File: src/rtl/assert_macros.svh
// Assertion macros shared by the splitter RTL.
// Included by the top level; no other dependencies.
`ifndef ASSERT_MACROS_SVH
`define ASSERT_MACROS_SVH

// Whenever the antecedent holds, the consequent must hold in the same cycle.
`define ASSERT_IMPLY(label, clk, rst_n, ante, cons) \
  label: assert property (@(posedge clk) disable iff (!rst_n) (ante) |-> (cons)) \
    else $error("implication check failed");

// The condition must never hold outside reset.
`define ASSERT_NEVER(label, clk, rst_n, cond) \
  label: assert property (@(posedge clk) disable iff (!rst_n) !(cond)) \
    else $error("forbidden condition seen");

`endif

File: src/rtl/csvfs_pkg.sv
// Types, codes and helper functions of the CSV field splitter.
// No dependencies; every RTL source but assert_macros.svh imports this package.
package csvfs_pkg;

  // Sizes.
  localparam int MAX_COLS = 64;
  localparam int COL_W    = 6;
  localparam int CNT_W    = 7;
  localparam int QDEPTH   = 4;
  localparam int QPTR_W   = $clog2(QDEPTH);

  // Character codes.
  localparam logic [7:0] CH_NUL   = 8'h00;
  localparam logic [7:0] CH_LF    = 8'h0A;
  localparam logic [7:0] CH_CR    = 8'h0D;
  localparam logic [7:0] CH_QUOTE = 8'h22;
  localparam logic [7:0] CH_COMMA = 8'h2C;
  localparam logic [7:0] CH_MINUS = 8'h2D;
  localparam logic [7:0] CH_DOT   = 8'h2E;
  localparam logic [7:0] CH_ZERO  = 8'h30;
  localparam logic [7:0] CH_NINE  = 8'h39;

  typedef enum logic [1:0] {
    CMD_BYTE  = 2'd0,
    CMD_EOL   = 2'd1,
    CMD_CLEAR = 2'd2,
    CMD_NOP   = 2'd3
  } cmd_e_t;

  typedef enum logic [1:0] {
    KIND_CONTENT = 2'd0,
    KIND_FIELD   = 2'd1,
    KIND_LINE    = 2'd2
  } kind_t;

  typedef enum logic [1:0] {
    CLS_EMPTY = 2'd0,
    CLS_INT   = 2'd1,
    CLS_REAL  = 2'd2,
    CLS_TEXT  = 2'd3
  } cls_t;

  // Parser position within a line.
  typedef enum logic [2:0] {
    MODE_START = 3'd0,
    MODE_UNQ   = 3'd1,
    MODE_INQ   = 3'd2,
    MODE_QPEND = 3'd3,
    MODE_SKIP  = 3'd4
  } mode_t;

  // Running classification of the field seen so far.
  typedef enum logic [2:0] {
    TRK_EMPTY = 3'd0,
    TRK_MINUS = 3'd1,
    TRK_INT   = 3'd2,
    TRK_REAL  = 3'd3,
    TRK_TEXT  = 3'd4
  } trk_t;

  typedef struct packed {
    kind_t            kind;
    logic [7:0]       data_byte;
    logic [COL_W-1:0] field_index;
    cls_t             field_class;
    cls_t             column_class;
    logic [CNT_W-1:0] field_count;
  } result_t;

  // One input item's results: one, or two when two is set.
  typedef struct packed {
    logic    two;
    result_t res0;
    result_t res1;
  } entry_t;

  // Write side of the queue.
  typedef struct packed {
    logic   push;
    entry_t entry;
  } push_t;

  // Read side of the queue.
  typedef struct packed {
    logic   empty;
    entry_t head;
  } head_t;

  function automatic trk_t track(trk_t t, logic [7:0] b);
    logic dig;
    trk_t n;
    dig = (b >= CH_ZERO) && (b <= CH_NINE);
    unique case (t)
      TRK_EMPTY: begin
        if (b == CH_MINUS) n = TRK_MINUS;
        else if (dig) n = TRK_INT;
        else if (b == CH_DOT) n = TRK_REAL;
        else n = TRK_TEXT;
      end
      TRK_MINUS, TRK_INT: begin
        if (dig) n = TRK_INT;
        else if (b == CH_DOT) n = TRK_REAL;
        else n = TRK_TEXT;
      end
      TRK_REAL: begin
        n = dig ? TRK_REAL : TRK_TEXT;
      end
      default: begin
        n = TRK_TEXT;
      end
    endcase
    return n;
  endfunction

  function automatic cls_t final_class(trk_t t);
    cls_t c;
    unique case (t)
      TRK_EMPTY: c = CLS_EMPTY;
      TRK_INT:   c = CLS_INT;
      TRK_REAL:  c = CLS_REAL;
      default:   c = CLS_TEXT;
    endcase
    return c;
  endfunction

  function automatic cls_t cls_max(cls_t a, cls_t b);
    return (a > b) ? a : b;
  endfunction

  function automatic result_t mk_content(logic [COL_W-1:0] idx, logic [7:0] b);
    result_t r;
    r = '0;
    r.kind        = KIND_CONTENT;
    r.data_byte   = b;
    r.field_index = idx;
    return r;
  endfunction

  function automatic result_t mk_field_end(logic [COL_W-1:0] idx, cls_t fc);
    result_t r;
    r = '0;
    r.kind        = KIND_FIELD;
    r.field_index = idx;
    r.field_class = fc;
    return r;
  endfunction

  function automatic result_t mk_line_end(logic [CNT_W-1:0] cnt);
    result_t r;
    r = '0;
    r.kind        = KIND_LINE;
    r.field_count = cnt;
    return r;
  endfunction

endpackage

File: src/rtl/csvfs_intf.sv
// Handshake interfaces of the splitter: the byte/command input and the result output.
// Depends on csvfs_pkg for field widths.
interface csvfs_in_if;
  import csvfs_pkg::*;
  logic       valid;
  logic       ready;
  logic [1:0] cmd;
  logic [7:0] ch;

  modport source (output valid, output cmd, output ch, input ready);
  modport sink (input valid, input cmd, input ch, output ready);
endinterface

interface csvfs_out_if;
  import csvfs_pkg::*;
  logic             valid;
  logic             ready;
  logic [1:0]       kind;
  logic [7:0]       data_byte;
  logic [COL_W-1:0] field_index;
  logic [1:0]       field_class;
  logic [1:0]       column_class;
  logic [CNT_W-1:0] field_count;
  logic             last;

  modport source (
    output valid, output kind, output data_byte, output field_index,
    output field_class, output column_class, output field_count, output last,
    input ready
  );
  modport sink (
    input valid, input kind, input data_byte, input field_index,
    input field_class, input column_class, input field_count, input last,
    output ready
  );
endinterface

File: src/rtl/csvfs_front.sv
// Front end: accepts items, runs the line parser and classifier, and keeps the
// column type table. Depends on csvfs_pkg and csvfs_intf.
module csvfs_front (
  input  logic                          clk,
  input  logic                          rst_n,
  csvfs_in_if.sink                      in_ch,
  input  logic                          cfg_we,
  input  logic [csvfs_pkg::CNT_W-1:0]   cfg_data,
  input  logic                          q_full,
  output csvfs_pkg::push_t              q_wr
);
  import csvfs_pkg::*;

  // Parser state.
  logic [CNT_W-1:0] max_fields_r;
  mode_t            mode_r, mode_nxt;
  logic [CNT_W-1:0] cur_r, cur_nxt;
  trk_t             trk_r, trk_nxt;

  // Table stage: one parsed item waiting for its column lookup.
  logic             p_valid_r;
  logic             p_any_r;
  logic             p_fe_r;
  logic             p_clear_r;
  entry_t           p_entry_r;
  logic             byp_r;
  cls_t             byp_val_r;
  logic             vld_q_r;
  cls_t             mem_q_r;

  // Column type table with per-entry valid bits.
  cls_t              col_mem [MAX_COLS];
  logic [MAX_COLS-1:0] col_vld_r;

  logic             accept;
  logic             p_go;
  logic             eol;
  logic             is_quote;
  logic             is_comma;
  logic [CNT_W-1:0] lim;
  logic [CNT_W-1:0] cur_inc;
  logic             at_lim;
  logic             inc_at_lim;
  logic [COL_W-1:0] rd_idx;
  logic             any_nxt, two_nxt, fe_nxt, clr_nxt;
  result_t          r0_nxt, r1_nxt;
  cls_t             old_cls;
  cls_t             p_cc;
  entry_t           out_entry;

  // Shared decode of the current byte and field limit.
  assign eol        = (in_ch.cmd == CMD_EOL) || (in_ch.ch == CH_NUL) ||
                      (in_ch.ch == CH_LF) || (in_ch.ch == CH_CR);
  assign is_quote   = (in_ch.ch == CH_QUOTE);
  assign is_comma   = (in_ch.ch == CH_COMMA);
  assign lim        = (max_fields_r > CNT_W'(MAX_COLS)) ? CNT_W'(MAX_COLS) : max_fields_r;
  assign cur_inc    = cur_r + CNT_W'(1);
  assign at_lim     = (cur_r >= lim);
  assign inc_at_lim = (cur_inc >= lim);
  assign rd_idx     = cur_r[COL_W-1:0];

  // The table stage drains when its item has no results or the queue has room.
  assign p_go        = p_valid_r && (!p_any_r || !q_full);
  assign in_ch.ready = !p_valid_r || p_go;
  assign accept      = in_ch.valid && in_ch.ready;

  // Next parser mode.
  always_comb begin
    mode_nxt = mode_r;
    priority if ((in_ch.cmd == CMD_CLEAR) || (in_ch.cmd == CMD_NOP)) begin
      mode_nxt = mode_r;
    end else if (eol) begin
      mode_nxt = MODE_START;
    end else begin
      unique case (mode_r)
        MODE_START: begin
          if (at_lim) mode_nxt = MODE_SKIP;
          else if (is_quote) mode_nxt = MODE_INQ;
          else if (is_comma) mode_nxt = inc_at_lim ? MODE_SKIP : MODE_START;
          else mode_nxt = MODE_UNQ;
        end
        MODE_UNQ: begin
          if (is_comma) mode_nxt = inc_at_lim ? MODE_SKIP : MODE_START;
        end
        MODE_INQ: begin
          if (is_quote) mode_nxt = MODE_QPEND;
        end
        MODE_QPEND: begin
          if (is_comma) mode_nxt = inc_at_lim ? MODE_SKIP : MODE_START;
          else mode_nxt = MODE_INQ;
        end
        default: begin
          mode_nxt = MODE_SKIP;
        end
      endcase
    end
  end

  // Results, field counter and classifier update of one item.
  always_comb begin
    any_nxt = 1'b0;
    two_nxt = 1'b0;
    fe_nxt  = 1'b0;
    clr_nxt = 1'b0;
    r0_nxt  = '0;
    r1_nxt  = '0;
    cur_nxt = cur_r;
    trk_nxt = trk_r;
    priority if (in_ch.cmd == CMD_CLEAR) begin
      clr_nxt = 1'b1;
    end else if (in_ch.cmd == CMD_NOP) begin
      any_nxt = 1'b0;
    end else if (eol) begin
      any_nxt = 1'b1;
      if ((mode_r == MODE_UNQ) || (mode_r == MODE_INQ) || (mode_r == MODE_QPEND)) begin
        two_nxt = 1'b1;
        fe_nxt  = 1'b1;
        r0_nxt  = mk_field_end(rd_idx, final_class(trk_r));
        r1_nxt  = mk_line_end(cur_inc);
      end else begin
        r0_nxt = mk_line_end(cur_r);
      end
      cur_nxt = '0;
      trk_nxt = TRK_EMPTY;
    end else begin
      unique case (mode_r)
        MODE_START: begin
          trk_nxt = TRK_EMPTY;
          if (at_lim || is_quote) begin
            any_nxt = 1'b0;
          end else if (is_comma) begin
            any_nxt = 1'b1;
            fe_nxt  = 1'b1;
            r0_nxt  = mk_field_end(rd_idx, CLS_EMPTY);
            cur_nxt = cur_inc;
          end else begin
            any_nxt = 1'b1;
            r0_nxt  = mk_content(rd_idx, in_ch.ch);
            trk_nxt = track(TRK_EMPTY, in_ch.ch);
          end
        end
        MODE_UNQ: begin
          any_nxt = 1'b1;
          if (is_comma) begin
            fe_nxt  = 1'b1;
            r0_nxt  = mk_field_end(rd_idx, final_class(trk_r));
            cur_nxt = cur_inc;
            trk_nxt = TRK_EMPTY;
          end else begin
            r0_nxt  = mk_content(rd_idx, in_ch.ch);
            trk_nxt = track(trk_r, in_ch.ch);
          end
        end
        MODE_INQ: begin
          if (!is_quote) begin
            any_nxt = 1'b1;
            r0_nxt  = mk_content(rd_idx, in_ch.ch);
            trk_nxt = track(trk_r, in_ch.ch);
          end
        end
        MODE_QPEND: begin
          any_nxt = 1'b1;
          if (is_comma) begin
            fe_nxt  = 1'b1;
            r0_nxt  = mk_field_end(rd_idx, final_class(trk_r));
            cur_nxt = cur_inc;
            trk_nxt = TRK_EMPTY;
          end else begin
            // The held quote turns out to be content, followed by this byte.
            two_nxt = 1'b1;
            r0_nxt  = mk_content(rd_idx, CH_QUOTE);
            r1_nxt  = mk_content(rd_idx, in_ch.ch);
            trk_nxt = track(track(trk_r, CH_QUOTE), in_ch.ch);
          end
        end
        default: begin
          any_nxt = 1'b0;
        end
      endcase
    end
  end

  // Parser registers and configuration.
  always_ff @(posedge clk) begin
    if (!rst_n) begin
      max_fields_r <= CNT_W'(MAX_COLS);
      mode_r       <= MODE_START;
      cur_r        <= '0;
      trk_r        <= TRK_EMPTY;
    end else begin
      if (cfg_we) max_fields_r <= cfg_data;
      if (accept) begin
        mode_r <= mode_nxt;
        cur_r  <= cur_nxt;
        trk_r  <= trk_nxt;
      end
    end
  end

  // Table stage control.
  always_ff @(posedge clk) begin
    if (!rst_n) begin
      p_valid_r <= 1'b0;
    end else if (accept) begin
      p_valid_r <= 1'b1;
    end else if (p_go) begin
      p_valid_r <= 1'b0;
    end
  end

  // Table stage payload. The draining item is the only table write still ahead of
  // the new item, so its write is forwarded here.
  always_ff @(posedge clk) begin
    if (accept) begin
      p_any_r           <= any_nxt;
      p_fe_r            <= fe_nxt;
      p_clear_r         <= clr_nxt;
      p_entry_r.two     <= two_nxt;
      p_entry_r.res0    <= r0_nxt;
      p_entry_r.res1    <= r1_nxt;
      byp_r             <= p_go && (p_clear_r ||
                           (p_fe_r && (p_entry_r.res0.field_index == rd_idx)));
      byp_val_r         <= p_clear_r ? CLS_EMPTY : p_cc;
      vld_q_r           <= col_vld_r[rd_idx];
    end
  end

  // Column table memory: registered read at accept, write when a field end drains.
  always_ff @(posedge clk) begin
    if (accept) mem_q_r <= col_mem[rd_idx];
    if (p_go && p_fe_r) col_mem[p_entry_r.res0.field_index] <= p_cc;
  end

  // Valid bits; a clear empties the whole table at once.
  always_ff @(posedge clk) begin
    if (!rst_n) begin
      col_vld_r <= '0;
    end else if (p_go && p_clear_r) begin
      col_vld_r <= '0;
    end else if (p_go && p_fe_r) begin
      col_vld_r[p_entry_r.res0.field_index] <= 1'b1;
    end
  end

  // Widen the column class with this field's class.
  assign old_cls = byp_r ? byp_val_r : (vld_q_r ? mem_q_r : CLS_EMPTY);
  assign p_cc    = cls_max(p_entry_r.res0.field_class, old_cls);

  always_comb begin
    out_entry = p_entry_r;
    if (p_fe_r) out_entry.res0.column_class = p_cc;
  end

  assign q_wr.push  = p_go && p_any_r;
  assign q_wr.entry = out_entry;

endmodule

File: src/rtl/csvfs_queue.sv
// Short queue of parsed items between the front end and the output stage.
// Depends on csvfs_pkg.
module csvfs_queue (
  input  logic              clk,
  input  logic              rst_n,
  input  csvfs_pkg::push_t  q_wr,
  output logic              q_full,
  input  logic              q_pop,
  output csvfs_pkg::head_t  q_rd
);
  import csvfs_pkg::*;

  entry_t            q_mem [QDEPTH];
  logic [QPTR_W-1:0] wr_ptr_r;
  logic [QPTR_W-1:0] rd_ptr_r;
  logic [QPTR_W:0]   count_r;
  logic              do_push;
  logic              do_pop;

  assign q_full     = (count_r == (QPTR_W+1)'(QDEPTH));
  assign q_rd.empty = (count_r == '0);
  assign q_rd.head  = q_mem[rd_ptr_r];
  assign do_push    = q_wr.push && !q_full;
  assign do_pop     = q_pop && !q_rd.empty;

  // Entry storage.
  always_ff @(posedge clk) begin
    if (do_push) q_mem[wr_ptr_r] <= q_wr.entry;
  end

  // Pointers and fill level.
  always_ff @(posedge clk) begin
    if (!rst_n) begin
      wr_ptr_r <= '0;
      rd_ptr_r <= '0;
      count_r  <= '0;
    end else begin
      if (do_push) wr_ptr_r <= wr_ptr_r + QPTR_W'(1);
      if (do_pop) rd_ptr_r <= rd_ptr_r + QPTR_W'(1);
      unique case ({do_push, do_pop})
        2'b10:   count_r <= count_r + (QPTR_W+1)'(1);
        2'b01:   count_r <= count_r - (QPTR_W+1)'(1);
        default: count_r <= count_r;
      endcase
    end
  end

endmodule

File: src/rtl/csvfs_back.sv
// Output stage: splits queued items into single results in an output register.
// Depends on csvfs_pkg and csvfs_intf.
module csvfs_back (
  input  logic              clk,
  input  logic              rst_n,
  input  csvfs_pkg::head_t  q_rd,
  output logic              q_pop,
  csvfs_out_if.source       out_ch
);
  import csvfs_pkg::*;

  result_t out_res_r;
  logic    out_last_r;
  logic    out_valid_r;
  logic    sel_r;
  logic    load;
  logic    is_last;
  result_t pick;

  // Take the next result whenever the register is free or being emptied.
  assign load    = !q_rd.empty && (!out_valid_r || out_ch.ready);
  assign pick    = sel_r ? q_rd.head.res1 : q_rd.head.res0;
  assign is_last = !q_rd.head.two || sel_r;
  assign q_pop   = load && is_last;

  always_ff @(posedge clk) begin
    if (!rst_n) begin
      out_valid_r <= 1'b0;
      sel_r       <= 1'b0;
    end else if (load) begin
      out_valid_r <= 1'b1;
      sel_r       <= !is_last;
    end else if (out_ch.ready) begin
      out_valid_r <= 1'b0;
    end
  end

  always_ff @(posedge clk) begin
    if (load) begin
      out_res_r  <= pick;
      out_last_r <= is_last;
    end
  end

  assign out_ch.valid        = out_valid_r;
  assign out_ch.kind         = out_res_r.kind;
  assign out_ch.data_byte    = out_res_r.data_byte;
  assign out_ch.field_index  = out_res_r.field_index;
  assign out_ch.field_class  = out_res_r.field_class;
  assign out_ch.column_class = out_res_r.column_class;
  assign out_ch.field_count  = out_res_r.field_count;
  assign out_ch.last         = out_last_r;

endmodule

File: src/rtl/csv_field_splitter_type_classifier_core.sv
// Top level of the CSV field splitter and type classifier.
// Depends on csvfs_pkg, csvfs_intf, csvfs_front, csvfs_queue, csvfs_back, assert_macros.svh.
//
//   Port     Direction  Carries
//   in_ch    sink       cmd, ch            (valid/ready)
//   out_ch   source     one result word    (valid/ready)
//   cfg_*    input      max_fields write   (cfg_we, cfg_data)
//
// One input word is taken per cycle while the queue has room; a word yielding two results
// holds the output register for both, so the output register sets the rate at one result
// per cycle while out_ch is ready. Path of a result: table stage, queue, output register.
// Reset is synchronous; the column table valid bits clear at once, no sweep.
// A four-entry queue lets the input keep flowing while the output is stalled.
module csv_field_splitter_type_classifier_core (
  input  logic                        clk,
  input  logic                        rst_n,
  csvfs_in_if.sink                    in_ch,
  csvfs_out_if.source                 out_ch,
  input  logic                        cfg_we,
  input  logic [csvfs_pkg::CNT_W-1:0] cfg_data
);
  import csvfs_pkg::*;
  `include "assert_macros.svh"

  push_t q_wr;
  head_t q_rd;
  logic  q_full;
  logic  q_pop;

  // Parser and column table.
  csvfs_front u_front (
    .clk      (clk),
    .rst_n    (rst_n),
    .in_ch    (in_ch),
    .cfg_we   (cfg_we),
    .cfg_data (cfg_data),
    .q_full   (q_full),
    .q_wr     (q_wr)
  );

  // Decoupling queue.
  csvfs_queue u_queue (
    .clk    (clk),
    .rst_n  (rst_n),
    .q_wr   (q_wr),
    .q_full (q_full),
    .q_pop  (q_pop),
    .q_rd   (q_rd)
  );

  // Result serializer.
  csvfs_back u_back (
    .clk    (clk),
    .rst_n  (rst_n),
    .q_rd   (q_rd),
    .q_pop  (q_pop),
    .out_ch (out_ch)
  );

  // The front end must never push into a full queue.
  `ASSERT_NEVER(a_no_overflow, clk, rst_n, q_wr.push && q_full)
  // A line end is always the final result of its word.
  `ASSERT_IMPLY(a_line_last, clk, rst_n, out_ch.valid && (out_ch.kind == KIND_LINE), out_ch.last)
  // The widened column class never falls below the field's own class.
  `ASSERT_IMPLY(a_col_wide, clk, rst_n, out_ch.valid && (out_ch.kind == KIND_FIELD), out_ch.column_class >= out_ch.field_class)

endmodule

File: src/flat_wrapper.sv
// flat-port wrapper written by rule: the top's interface ports become plain ports
module csv_field_splitter_type_classifier_core_flat import csvfs_pkg::*;
  (clk, rst_n, cfg_we, cfg_data, in_ch_valid, in_ch_cmd, in_ch_ch, in_ch_ready, out_ch_valid, out_ch_kind, out_ch_data_byte, out_ch_field_index, out_ch_field_class, out_ch_column_class, out_ch_field_count, out_ch_last, out_ch_ready);
  csvfs_in_if in_ch_i ();
  csvfs_out_if out_ch_i ();
  input  logic clk;
  input  logic rst_n;
  input  logic cfg_we;
  input  logic [csvfs_pkg::CNT_W-1:0] cfg_data;
  input wire logic [$bits(in_ch_i.valid)-1:0] in_ch_valid;
  input wire logic [$bits(in_ch_i.cmd)-1:0] in_ch_cmd;
  input wire logic [$bits(in_ch_i.ch)-1:0] in_ch_ch;
  output wire logic [$bits(in_ch_i.ready)-1:0] in_ch_ready;
  output wire logic [$bits(out_ch_i.valid)-1:0] out_ch_valid;
  output wire logic [$bits(out_ch_i.kind)-1:0] out_ch_kind;
  output wire logic [$bits(out_ch_i.data_byte)-1:0] out_ch_data_byte;
  output wire logic [$bits(out_ch_i.field_index)-1:0] out_ch_field_index;
  output wire logic [$bits(out_ch_i.field_class)-1:0] out_ch_field_class;
  output wire logic [$bits(out_ch_i.column_class)-1:0] out_ch_column_class;
  output wire logic [$bits(out_ch_i.field_count)-1:0] out_ch_field_count;
  output wire logic [$bits(out_ch_i.last)-1:0] out_ch_last;
  input wire logic [$bits(out_ch_i.ready)-1:0] out_ch_ready;
  assign in_ch_i.valid = in_ch_valid;
  assign in_ch_i.cmd = in_ch_cmd;
  assign in_ch_i.ch = in_ch_ch;
  assign in_ch_ready = in_ch_i.ready;
  assign out_ch_valid = out_ch_i.valid;
  assign out_ch_kind = out_ch_i.kind;
  assign out_ch_data_byte = out_ch_i.data_byte;
  assign out_ch_field_index = out_ch_i.field_index;
  assign out_ch_field_class = out_ch_i.field_class;
  assign out_ch_column_class = out_ch_i.column_class;
  assign out_ch_field_count = out_ch_i.field_count;
  assign out_ch_last = out_ch_i.last;
  assign out_ch_i.ready = out_ch_ready;
  csv_field_splitter_type_classifier_core u_core (.clk(clk), .rst_n(rst_n), .in_ch(in_ch_i), .out_ch(out_ch_i), .cfg_we(cfg_we), .cfg_data(cfg_data));
endmodule
File: config.mk
export PLATFORM = sky130hd
export DESIGN_NAME = csv_field_splitter_type_classifier_core_flat
export DESIGN_NICKNAME = d
export VERILOG_FILES = /design/src/rtl/csvfs_pkg.sv /design/src/rtl/csvfs_intf.sv /design/src/rtl/csvfs_front.sv /design/src/rtl/csvfs_queue.sv /design/src/rtl/csvfs_back.sv /design/src/rtl/csv_field_splitter_type_classifier_core.sv /design/src/flat_wrapper.sv
export VERILOG_INCLUDE_DIRS = /design/src /design/src/rtl
export SDC_FILE = /design/constraint.sdc
export NUM_CORES = 1
export LEC_CHECK = 0
export ABC_AREA = 1
export BUFFER_PORTS_ARGS = -buffer_cell sky130_fd_sc_hd__buf_2
export CORE_ASPECT_RATIO = 0.5
export CORE_MARGIN = 2
export CORE_UTILIZATION = 60
export CTS_CLUSTER_SIZE = 14
export DETAILED_ROUTE_END_ITERATION = 10
export PLACE_DENSITY = 0.86
export SLEW_MARGIN = 20
export SYNTH_ARGS = -nofsm -noshare
export SYNTH_HDL_FRONTEND = slang
export SYNTH_SLANG_ARGS = --single-unit
File: constraint.sdc
create_clock -name clk -period 9.3 [get_ports clk]
set_input_delay 1.395 -clock clk [delete_from_list [all_inputs] [get_ports clk]]
set_output_delay 1.395 -clock clk [all_outputs]
set_load 0.02 [all_outputs]
==> flow_summary.yaml <==
status:
  outcome: "finished, final reports clean"
timing:
  finalCriticalPeriod_ps: 3270
  setup_ws_ps: 6030
  finalSetupViolCount: 0
  final_hold_viol_count: 0
  tightest_slew_ps: 928
  max_freq_mhz: 306
  rsz0062_at_grt: "false"
  fin_tns_setup_ps: 0
  slew_headroom_pct: 38.0
  hold-worst-slack_ps: 461
  drv_slew: 0
  fin_crit_sh_pct: 35.1
  fin_skew_ps: 12.6
worst_hold_path:
  hold_class: "flip-flop to flip-flop"
critical_path:
  cp_max_fo: 51
  worstPathRequired_ps: 9740
  worstPathArrival_ps: 3710
  crit_type: "flip-flop to flip-flop"
  cp-start-kind: "flip-flop"
  critPathCaptureType: "flip-flop"
yosys:
  synth_largest_area_cell: "edfxtp_1"
  async_reset_ff_share_pct: 0
  syn_nets: 1986
  avgSynthCellArea_sq_um: 10.7
  synth_top_area_share_pct: 59.5
  netlist_instances: 1940
  netlist_area_sq_mm: 0.0208
  synth_edf_count: 413
  ys_types: 35
  synth.top_cells.by_area: "edfxtp_1, nor2_1, dfxtp_1, o21ai_0, nand2_1"
  synth_ff_type: "edfxtp_1"
  ys_ff_latch: 509
  ys_seq_area_share_pct: 68.7
  synth-warning-count: 0
floorplanning:
  core_sq_mm: 0.0344
  die_w_microns: 268
  start_util_pct: 60.7
  num_rows: 48
  die_area_sq_mm: 0.0363
  dieHeight_microns: 136
  pin_count: 52
global_routing:
  grt_overflow: 0
  gr-usage-all-layers_pct: 27.2
  grt_pass1_vias: 14400
  antenna_found_initial: 0
  grt_max_degree: 80
  grt_pass1_wl_microns: 76300
finish:
  antenna-diode-count: 0
  final_cell_mix: "nor2_1, edfxtp_1, o21ai_0, nand2_1, inv_1"
  nets: 2013
  layout_commonest_cell: "nor2_1"
  layout.area.seq_sq_mm: 0.0143
  fin_cells: 2477
  final_layout_size_suffix_gt1_share_pct: 7.49
  multi_input_area_sq_mm: 0.00572
  nFillCells: 2339
  area_delta_synth_final_pct: 9.60
power_and_ir_drop:
  power_density_mw_per_mm2: 230
  switching_share_pct: 27.9
  ir_drop_mv: 0.151
  p_comb_share_pct: 15.2
  finalPower_mw: 5.26
  pwr-share-clk_pct: 33.0
  leakagePower_nw: 8.33
  power.net_switching_mw: 1.47
  internal_power_mw: 3.80
  p_seq_share_pct: 51.8
place:
  dp_hpwl_microns: 28000
  pre_cts_ws_ps: 5850
  port_buffers: 51
  dp.cells: 2396
  gp_congestion: 0.939
clock_tree:
  cts-hold-fix-buffers: 0
  cts_sinks: 509
  cts_buffer_depth: 3
  htree_num_levels: 2
  cts-root-buf: "clkbuf_16"
  cts.clk_slew.worst_paths_ps: 60
  post_cts_buffers: 0
  clkLatencyLatePin_ps: 570
  cts_made_buffers: 44
  cts_tree: "built"
  cts_resized: 0
route:
  drcViolationCount: 0
  ant_nets: 0
  first_pass_iters: 6
  vias: 15000
  drt_iter0_markers: 2068
  routedWlPerCell_microns: 19.9
  totalWireLength_microns: 49300
  vias_per_cell: 6.05
flow_run:
  maxCapViolCount: 0
## metrics by stage
step | util [%] | area [sq um]
2_1_floorplan | - | 20800
3_3_place_gp | 62.7 | 21500
3_5_place_dp | 62.7 | 21500
4_1_cts | 66.5 | 22800
5_1_grt | 66.5 | 22800
6_report | 66.5 | 22800
## kinds of logic after synthesis
kind of cell	after synthesis	share of synthesized area (%)
AO/OA/AOI/OAI	396	10.5
XOR/XNOR	4	0.168
buffers and inverters	215	4.04
adder cells (fa/ha/maj)	24	1.48
flip-flops	509	68.7
AND/OR/NAND/NOR	792	15.1
## layer usage
layer / global-route usage, % / part of all wire (%) / vias up
met5: 0 / 0 / -
met4: 11.9 / 3.9 / 0
met3: 4.74 / 11 / 165
met2: 45.4 / 47 / 968
met1: 35.6 / 38 / 7042
li1: - / - / 6807
## synthesized netlist by cell type, types with 3 or more instances
cell type	number
nor3_1	13
clkinv_1	3
inv_1	117
buf_2	19
nand2_1	151
clkbuf_1	62
a31oi_1	22
nor2_2	3
o22ai_1	39
nand3_1	71
dfxtp_1	96
ha_1	23
nor4_1	4
nor2_1	532
o221ai_1	15
o21ai_0	235
edfxtp_1	413
o211ai_1	26
inv_2	5
xor2_1	4
a21oi_1	54
buf_1	7
nand4_1	12
## final cells by class
type,count,share of cell area (%)
Clock inverter,8,0.192
Timing Repair Buffer,71,1.77
Clock buffer,73,5.61
Multi-Input combinational cell,1216,25.1
Tap cell,475,2.60
Inverter,125,2.05
Sequential cell,509,62.7
## worst max-delay path: stages (launching register included)
cell and delay, ps:
dfxtp_2 310, buf_4 490, inv_1 110, buf_4 350, o21ai_0 180, o22ai_1 140
a21boi_1 380, ha_1 230, inv_1 70, fa_1 380, a21oi_1 140, o21ai_0 110
o21ai_0 170, a21oi_1 50
## state kept, by name (all words and copies together) (netlist names), 6 cells and up, named ones only
register	cells
u_core.u_back.out_ch.data_byte	8
u_core.u_back.out_ch.field_count	7
u_core.u_back.out_ch.field_index	6
u_core.u_front.col_mem	128
u_core.u_front.col_vld_r	64
u_core.u_front.cur_r	7
u_core.u_front.max_fields_r	7
u_core.u_front.q_wr	48
u_core.u_queue.q_mem	200
## final timing paths
kind / end / depth (start not counted) / from / slack, ps
max: u_core.u_queue.count_r[2] / 13 / flip-flop / 6030
min: u_core.u_front.col_vld_r[23] / 2 / u_core.u_front.col_vld_r[23] / 460
max reg2reg: u_core.u_queue.count_r[2] / 13 / flip-flop / 6030
min reg2reg: u_core.u_front.col_vld_r[23] / 2 / u_core.u_front.col_vld_r[23] / 460
## power by group through the flow
stage / clock (mW) / combinational (mW) / sequential (mW)
detailed placement: 0 / 0.782 / 2.77
floorplan: 0 / 0.452 / 2.82
CTS: 1.74 / 0.793 / 2.73
global placement: 0 / 0.754 / 2.77
finish: 1.74 / 0.800 / 2.73
global route: 1.82 / 0.868 / 2.74
(Power assumes the default switching activity.)
